## src/hdl/qjrs_pkg.sv

```systemverilog
`timescale 1ns / 1ps
// ---------------------------------------------------------------------------
// qjrs_pkg
// Shared types and constants of the quaternion julia ray search unit.
// ---------------------------------------------------------------------------
package qjrs_pkg;

    // fixed point format
    localparam int Q_FRAC   = 24;
    localparam int N_W      = 44;
    localparam int SQS_W    = 59;
    localparam int DIV_W    = 33;
    localparam int MAG_W    = 33;
    localparam int CNT_W    = 12;

    // escape limits: |component| > 10 and squared norm > 100
    localparam logic signed [N_W-1:0] ESC_LIM = N_W'(64'sd10 <<< Q_FRAC);
    localparam logic [SQS_W-1:0] ESC_SQ = SQS_W'(64'd100 << (2 * Q_FRAC));

    // configuration register indexes
    typedef enum logic [2:0] {
        CFG_C_REAL     = 3'd0,
        CFG_C_I        = 3'd1,
        CFG_C_J        = 3'd2,
        CFG_C_K        = 3'd3,
        CFG_SAMPLES    = 3'd4,
        CFG_PRECISION  = 3'd5,
        CFG_ITER_LIMIT = 3'd6
    } t_cfg_idx;

    // input word
    typedef struct packed {
        logic signed [31:0] start_x;
        logic signed [31:0] start_y;
        logic signed [31:0] start_z;
        logic signed [31:0] end_x;
        logic signed [31:0] end_y;
        logic signed [31:0] end_z;
    } t_item_in;

    // result word
    typedef struct packed {
        logic               hit;
        logic signed [31:0] point_x;
        logic signed [31:0] point_y;
        logic signed [31:0] point_z;
    } t_item_out;

    // live configuration
    typedef struct packed {
        logic signed [31:0] c_real;
        logic signed [31:0] c_i;
        logic signed [31:0] c_j;
        logic signed [31:0] c_k;
        logic [CNT_W-1:0]   m;
        logic [30:0]        precision;
        logic [9:0]         iter_limit;
    } t_cfg;

    // classified ray: start point, step quotient and remainder per axis
    typedef struct packed {
        logic [2:0][31:0]      s;
        logic [2:0]            neg;
        logic [2:0][MAG_W-1:0] qd;
        logic [2:0][CNT_W-1:0] rd;
    } t_ray;

    // iteration unit response
    typedef struct packed {
        logic done;
        logic in_set;
    } t_iter_rsp;

    typedef enum logic [2:0] {
        IT_IDLE,
        IT_SQR,
        IT_CROSS,
        IT_NEXT,
        IT_CHECK,
        IT_NORM
    } t_iter_st;

    typedef enum logic [3:0] {
        BK_IDLE,
        BK_SAMPLE,
        BK_SGO,
        BK_SWAIT,
        BK_LOWER,
        BK_DIFF,
        BK_SQR,
        BK_CMP,
        BK_BGO,
        BK_BWAIT,
        BK_DONE
    } t_back_st;

endpackage

```

## src/hdl/qjrs_front.sv

```systemverilog
`timescale 1ns / 1ps
`default_nettype none
// ---------------------------------------------------------------------------
// qjrs_front
// Takes ray words, works out the per-sample step as quotient and remainder
// with a bit-serial divider per axis, and queues the result for the back end.
// ---------------------------------------------------------------------------
module qjrs_front
    import qjrs_pkg::*;
(
    input  wire               i_clk,
    input  wire               i_rst_n,
    input  wire               i_push,
    output logic              o_full,
    input  t_item_in          i_item,
    input  wire [CNT_W-1:0]   i_m,
    output logic              o_ray_valid,
    input  wire               i_ray_take,
    output t_ray              o_ray
);

    localparam int QD = 2;

    logic                  r_busy;
    logic [5:0]            r_cnt;
    logic [CNT_W-1:0]      r_rem [3];
    logic [DIV_W-1:0]      r_quo [3];
    logic [31:0]           r_s   [3];
    logic [2:0]            r_neg;

    t_ray                  r_q [QD];
    logic                  r_wp;
    logic                  r_rp;
    logic [1:0]            r_qn;

    logic                  w_div_done;
    logic                  w_qpush;
    logic                  w_qpop;
    logic signed [32:0]    w_d   [3];
    logic [CNT_W:0]        w_sh  [3];
    logic                  w_ge  [3];
    logic [31:0]           w_in_s [3];
    logic [31:0]           w_in_e [3];

    assign w_in_s[0] = i_item.start_x;
    assign w_in_s[1] = i_item.start_y;
    assign w_in_s[2] = i_item.start_z;
    assign w_in_e[0] = i_item.end_x;
    assign w_in_e[1] = i_item.end_y;
    assign w_in_e[2] = i_item.end_z;

    assign o_full      = r_busy;
    assign w_div_done  = r_busy && (r_cnt == 6'(DIV_W));
    assign w_qpush     = w_div_done && (r_qn != 2'(QD));
    assign o_ray_valid = (r_qn != 2'd0);
    assign w_qpop      = o_ray_valid && i_ray_take;
    assign o_ray       = r_q[r_rp];

    // axis difference and one restoring divide step per axis
    always_comb begin
        for (int k = 0; k < 3; k++) begin
            w_d[k]  = $signed({w_in_e[k][31], w_in_e[k]}) - $signed({w_in_s[k][31], w_in_s[k]});
            w_sh[k] = {r_rem[k], r_quo[k][DIV_W-1]};
            w_ge[k] = (w_sh[k] >= {1'b0, i_m});
        end
    end

    // divider control
    always_ff @(posedge i_clk) begin
        if (!i_rst_n) begin
            r_busy <= 1'b0;
            r_cnt  <= 6'd0;
        end else if (!r_busy) begin
            if (i_push) begin
                r_busy <= 1'b1;
                r_cnt  <= 6'd0;
            end
        end else if (!w_div_done) begin
            r_cnt <= r_cnt + 6'd1;
        end else if (w_qpush) begin
            r_busy <= 1'b0;
        end
    end

    // divider datapath
    always_ff @(posedge i_clk) begin
        for (int k = 0; k < 3; k++) begin
            if (!r_busy && i_push) begin
                r_s[k]   <= w_in_s[k];
                r_neg[k] <= w_d[k][32];
                r_quo[k] <= w_d[k][32] ? DIV_W'(-w_d[k]) : DIV_W'(w_d[k]);
                r_rem[k] <= '0;
            end else if (r_busy && !w_div_done) begin
                r_rem[k] <= w_ge[k] ? CNT_W'(w_sh[k] - {1'b0, i_m}) : w_sh[k][CNT_W-1:0];
                r_quo[k] <= {r_quo[k][DIV_W-2:0], w_ge[k]};
            end
        end
    end

    // two-entry queue towards the back end
    always_ff @(posedge i_clk) begin
        if (!i_rst_n) begin
            r_wp <= 1'b0;
            r_rp <= 1'b0;
            r_qn <= 2'd0;
        end else begin
            if (w_qpush) r_wp <= ~r_wp;
            if (w_qpop)  r_rp <= ~r_rp;
            if (w_qpush && !w_qpop)      r_qn <= r_qn + 2'd1;
            else if (!w_qpush && w_qpop) r_qn <= r_qn - 2'd1;
        end
    end

    always_ff @(posedge i_clk) begin
        if (w_qpush) begin
            for (int k = 0; k < 3; k++) begin
                r_q[r_wp].s[k]   <= r_s[k];
                r_q[r_wp].neg[k] <= r_neg[k];
                r_q[r_wp].qd[k]  <= r_quo[k];
                r_q[r_wp].rd[k]  <= r_rem[k];
            end
        end
    end

endmodule
`default_nettype wire

```

## config.mk

```make
export PLATFORM = sky130hd
export DESIGN_NAME = qjrs_front
export DESIGN_NICKNAME = d
export VERILOG_FILES = /design/src/hdl/qjrs_pkg.sv /design/src/hdl/qjrs_front.sv
export SDC_FILE = /design/constraint.sdc
export NUM_CORES = 1
export LEC_CHECK = 0
export BUFFER_PORTS_ARGS = -buffer_cell sky130_fd_sc_hd__buf_2
export CORE_AREA = 2 2 267 269
export DETAILED_ROUTE_END_ITERATION = 8
export DIE_AREA = 0 0 269 271
export PLACE_DENSITY = 0.72
export SLEW_MARGIN = 20
export SYNTH_ARGS = -nofsm -noshare
export SYNTH_HDL_FRONTEND = slang
export SYNTH_SLANG_ARGS = --single-unit
```

## constraint.sdc

```tcl
create_clock -name i_clk -period 12.9 [get_ports i_clk]
set_input_delay 0.645 -clock i_clk [delete_from_list [all_inputs] [get_ports i_clk]]
set_output_delay 0.645 -clock i_clk [all_outputs]
set_load 0.05 [all_outputs]
```

==> impl_metrics.toml <==
[route]
drtPass1Iterations = 6
wl_per_cell_um = 20.08
dr_total_vias = 24910
drtIter0Drc = 1868
viasPerCell = 5.766
drt.antenna.violating_nets = 0
wl_um = 86780
drc = 0

[sta]
slew_violations = 0
setup-tns-final_ns = 0
clock_skew_ns = 0.01725
hold_violations = 0
slew_headroom_pct = 30.01
finalCritPeriodShare_pct = 37.29
setup_viol = 0
fmax_ghz = 0.2079
tightestPinTransition_ns = 1.047
grt_setup_unrepaired = "no"
period_needed_ns = 4.811

[grt]
grt_antenna_before_repair = 5
use_met3_pct = 4.678
use_met1_pct = 31.26
top_usage_layer = "met2"
grt_max_degree = 164
grt_overflow = 0
grt_use_total_pct = 23.48
grt_pass1_vias = 24580
grt_use_met2_pct = 38.94
grt_pass1_wl_um = 135200

[cells_and_area]
fillers = 5561
nNetsFinal = 3678
fin_cells = 4321
drive_above_1_share_pct = 25.12
syn2layout_area_growth_pct = 15.17

[setup_path]
start_kind = "input pin"
cp_cell_sequence = "buf_2, inv_1, ha_1, fa_1, nor2b_1, o2111ai_1, a21oi_2, a22oi_1, nor2b_1, o31ai_1, a221o_1, clkinv_1, o21ai_0, xor2_1, a21oi_1"
worst_setup_path_end_kind = "flop"
cp.required_ns = 13.20
slowest_delay_ns = 0.76
critPathKind = "in -> reg"
crit_arrival_ns = 5.11
crit_path_top_delay_cell = "a221o_1"
crit_path_max_fanout = 23
crit_path_frequent_cell = "nor2b_1"

[floorplan]
dieWidth_um = 269
rows = 97
die_area_sq_um = 72900
die_h_um = 271
core-area_sq_um = 69790
initial_core_util_pct = 51.87
io_pins = 444

[yosys]
syn_area_sq_um = 36200
synth_cell_types = 90
synth_compound_area_share_pct = 11.31
ys_ff_latch = 714
synth_warnings = 0
synthSimpleGateAreaFrac_pct = 9.778
syn_area_per_cell_sq_um = 12.47
synth-edff-count = 702
syn-num-nets = 3255
synth_seq_area_share_pct = 58.89
syn_inst = 2903
yosys.area_share.xor_xnor_pct = 3.798
synth_flop_cell = "edfxtp_1"
synth_top_family_by_area = "compound AO/OA/AOI/OAI gates"
synth_adder_area_share_pct = 5.101
muxShareOfSynthArea_pct = 8.219
synthArstFlopShare_pct = 0

[clock_network]
root_buffer = "clkbuf_16"
htreeDepth = 3
tritoncts = "done"
cts_buffers = 75
post_cts_resized = 0
clk_pin_slew_ns = 0.07
cts.sinks = 714
holdBufCountCts = 0
cts_setup_buffers = 0
clk_path_buf_depth = 3
clk_latency_ns = 0.61

[place]
hpwlAfterDp_um = 61490
gp_congestion = 0.8896
placedCellCount = 4189
io_buffers = 443

[power]
worst_ir_drop_vdd_mv = 0.1203
power_density_nw_per_um2 = 140.0
p_leak_nw = 15.55
power_mw = 5.835

[hold_path]
hp-class = "in -> reg"

[status]
status = "finished clean"

[run]
max_cap_viol_count = 0
## Yosys cell counts (all sizes together) (25+ instances only)
cell type / instances / area, sq um
clkbuf: 104 / 390.4
edfxtp: 702 / 21080
and2: 30 / 188.9
or3: 25 / 156.4
xnor2: 84 / 735.7
nor2: 197 / 739.5
a21oi: 197 / 997.2
nor3: 59 / 295.3
o21ai: 144 / 724.4
nand4: 44 / 281.5
a21o: 34 / 256.5
o31ai: 39 / 292.8
nand2: 158 / 593.1
mux2: 242 / 2725
inv: 159 / 596.8
ha: 138 / 1727
xor2: 73 / 639.4
a31oi: 27 / 175.2
nand3: 72 / 365.3
mux2i: 25 / 250.2
## sequential cells by signal (all words and copies together), names as in the netlist, named ones only
register and flops:
o_full 1, r_cnt 6, r_neg 3, r_q 468, r_qn 2, r_quo 99
r_rem 36, r_rp 1, r_s 96, r_wp 1
## worst paths after layout
| kind | startpoint | end | slack, ns | depth (start not counted) |
|---|---|---|---|---|
| max | i_item[32] | r_quo[1][17]$_DFFE_PP_ | 8.09 | 15 |
| min | i_item[117] | r_s[0][85]$_DFFE_PP_ | 0.23 | 1 |
| max reg2reg | r_rem[1][0]$_SDFFCE_PN0P_ | r_rem[1][2]$_SDFFCE_PN0P_ | 9.14 | 11 |
| min reg2reg | r_s[0][95]$_DFFE_PP_ | r_q[1][233]$_DFFE_PP_ | 0.44 | 0 |
## critical path: cells and delay by family
kind,cells,cell delay [ns]
AOI/OAI and AO/OA,7,2.35
buffers and inverters,3,0.82
adders and majority gates,2,0.66
and+or+nand+nor,2,0.43
xor gates and xnor gates,1,0.18
## layout by cell type, fill, tap and decap left out, drive strengths merged, types with 30 or more instances in the layout
cell / count
ha: 138
inv: 161
xor2: 73
clkbuf: 92
mux2: 242
nor3: 59
xnor2: 84
o31ai: 39
nand4: 44
edfxtp: 702
o21ai: 144
buf: 458
clkinv: 31
and2: 30
nand3: 72
a21oi: 197
a21o: 34
nand2: 158
nor2: 197
## report_power, final
group	total [mW]	switching, mW	internal (mW)	leakage (nW)
combinational	0.940	0.578	0.362	7.82
sequential	2.82	0.0908	2.73	6.59
clock	2.07	0.872	1.20	1.14
## per-layer routing
layer  wire length (um)  share of wire (%)
met1              37100                 43
met2              41960                 48
met3               5759                6.6
met4               1913                2.2
met5                 47              0.054
## kinds of logic (layout without fill, tap and decap cells)
family | count (synthesis) | count (layout)
flip-flops | 714 | 714
AND/OR/NAND/NOR | 712 | 712
AO/OA/AOI/OAI | 636 | 636
buffers and inverters | 273 | 750
multiplexers | 267 | 267
XOR/XNOR | 157 | 157
adder cells (fa/ha/maj) | 144 | 144
other | 0 | 1
## per-stage QoR
| stage | setup WS (ns) | utilization [%] | instance area, sq um | hold WS [ns] |
|---|---|---|---|---|
| 3_5_place_dp | 7.558 | 56.38 | 39350 | 0.4298 |
| 5_1_grt | 7.672 | 59.75 | 41690 | 0.2054 |
| 6_report | 8.089 | 59.75 | 41690 | 0.2311 |
| 2_1_floorplan | 1.270 | - | 36200 | 0.4215 |
| 3_3_place_gp | 7.767 | 56.38 | 39350 | 0.4227 |
| 4_1_cts | 8.170 | 59.74 | 41690 | 0.1919 |
## layout make-up
class	count	area (sq um)	area share [%]
clock buffer	92	2036	4.883
timing repair buffer	458	2355	5.648
inverter	161	606.8	1.455
clock inverter	39	306.5	0.7352
multi-input combinational	1916	13890	33.31
sequential	714	21320	51.14
antenna	1	2.502	0.006002
tap	940	1176	2.821
Note: power is estimated with default switching activity, not from simulation.
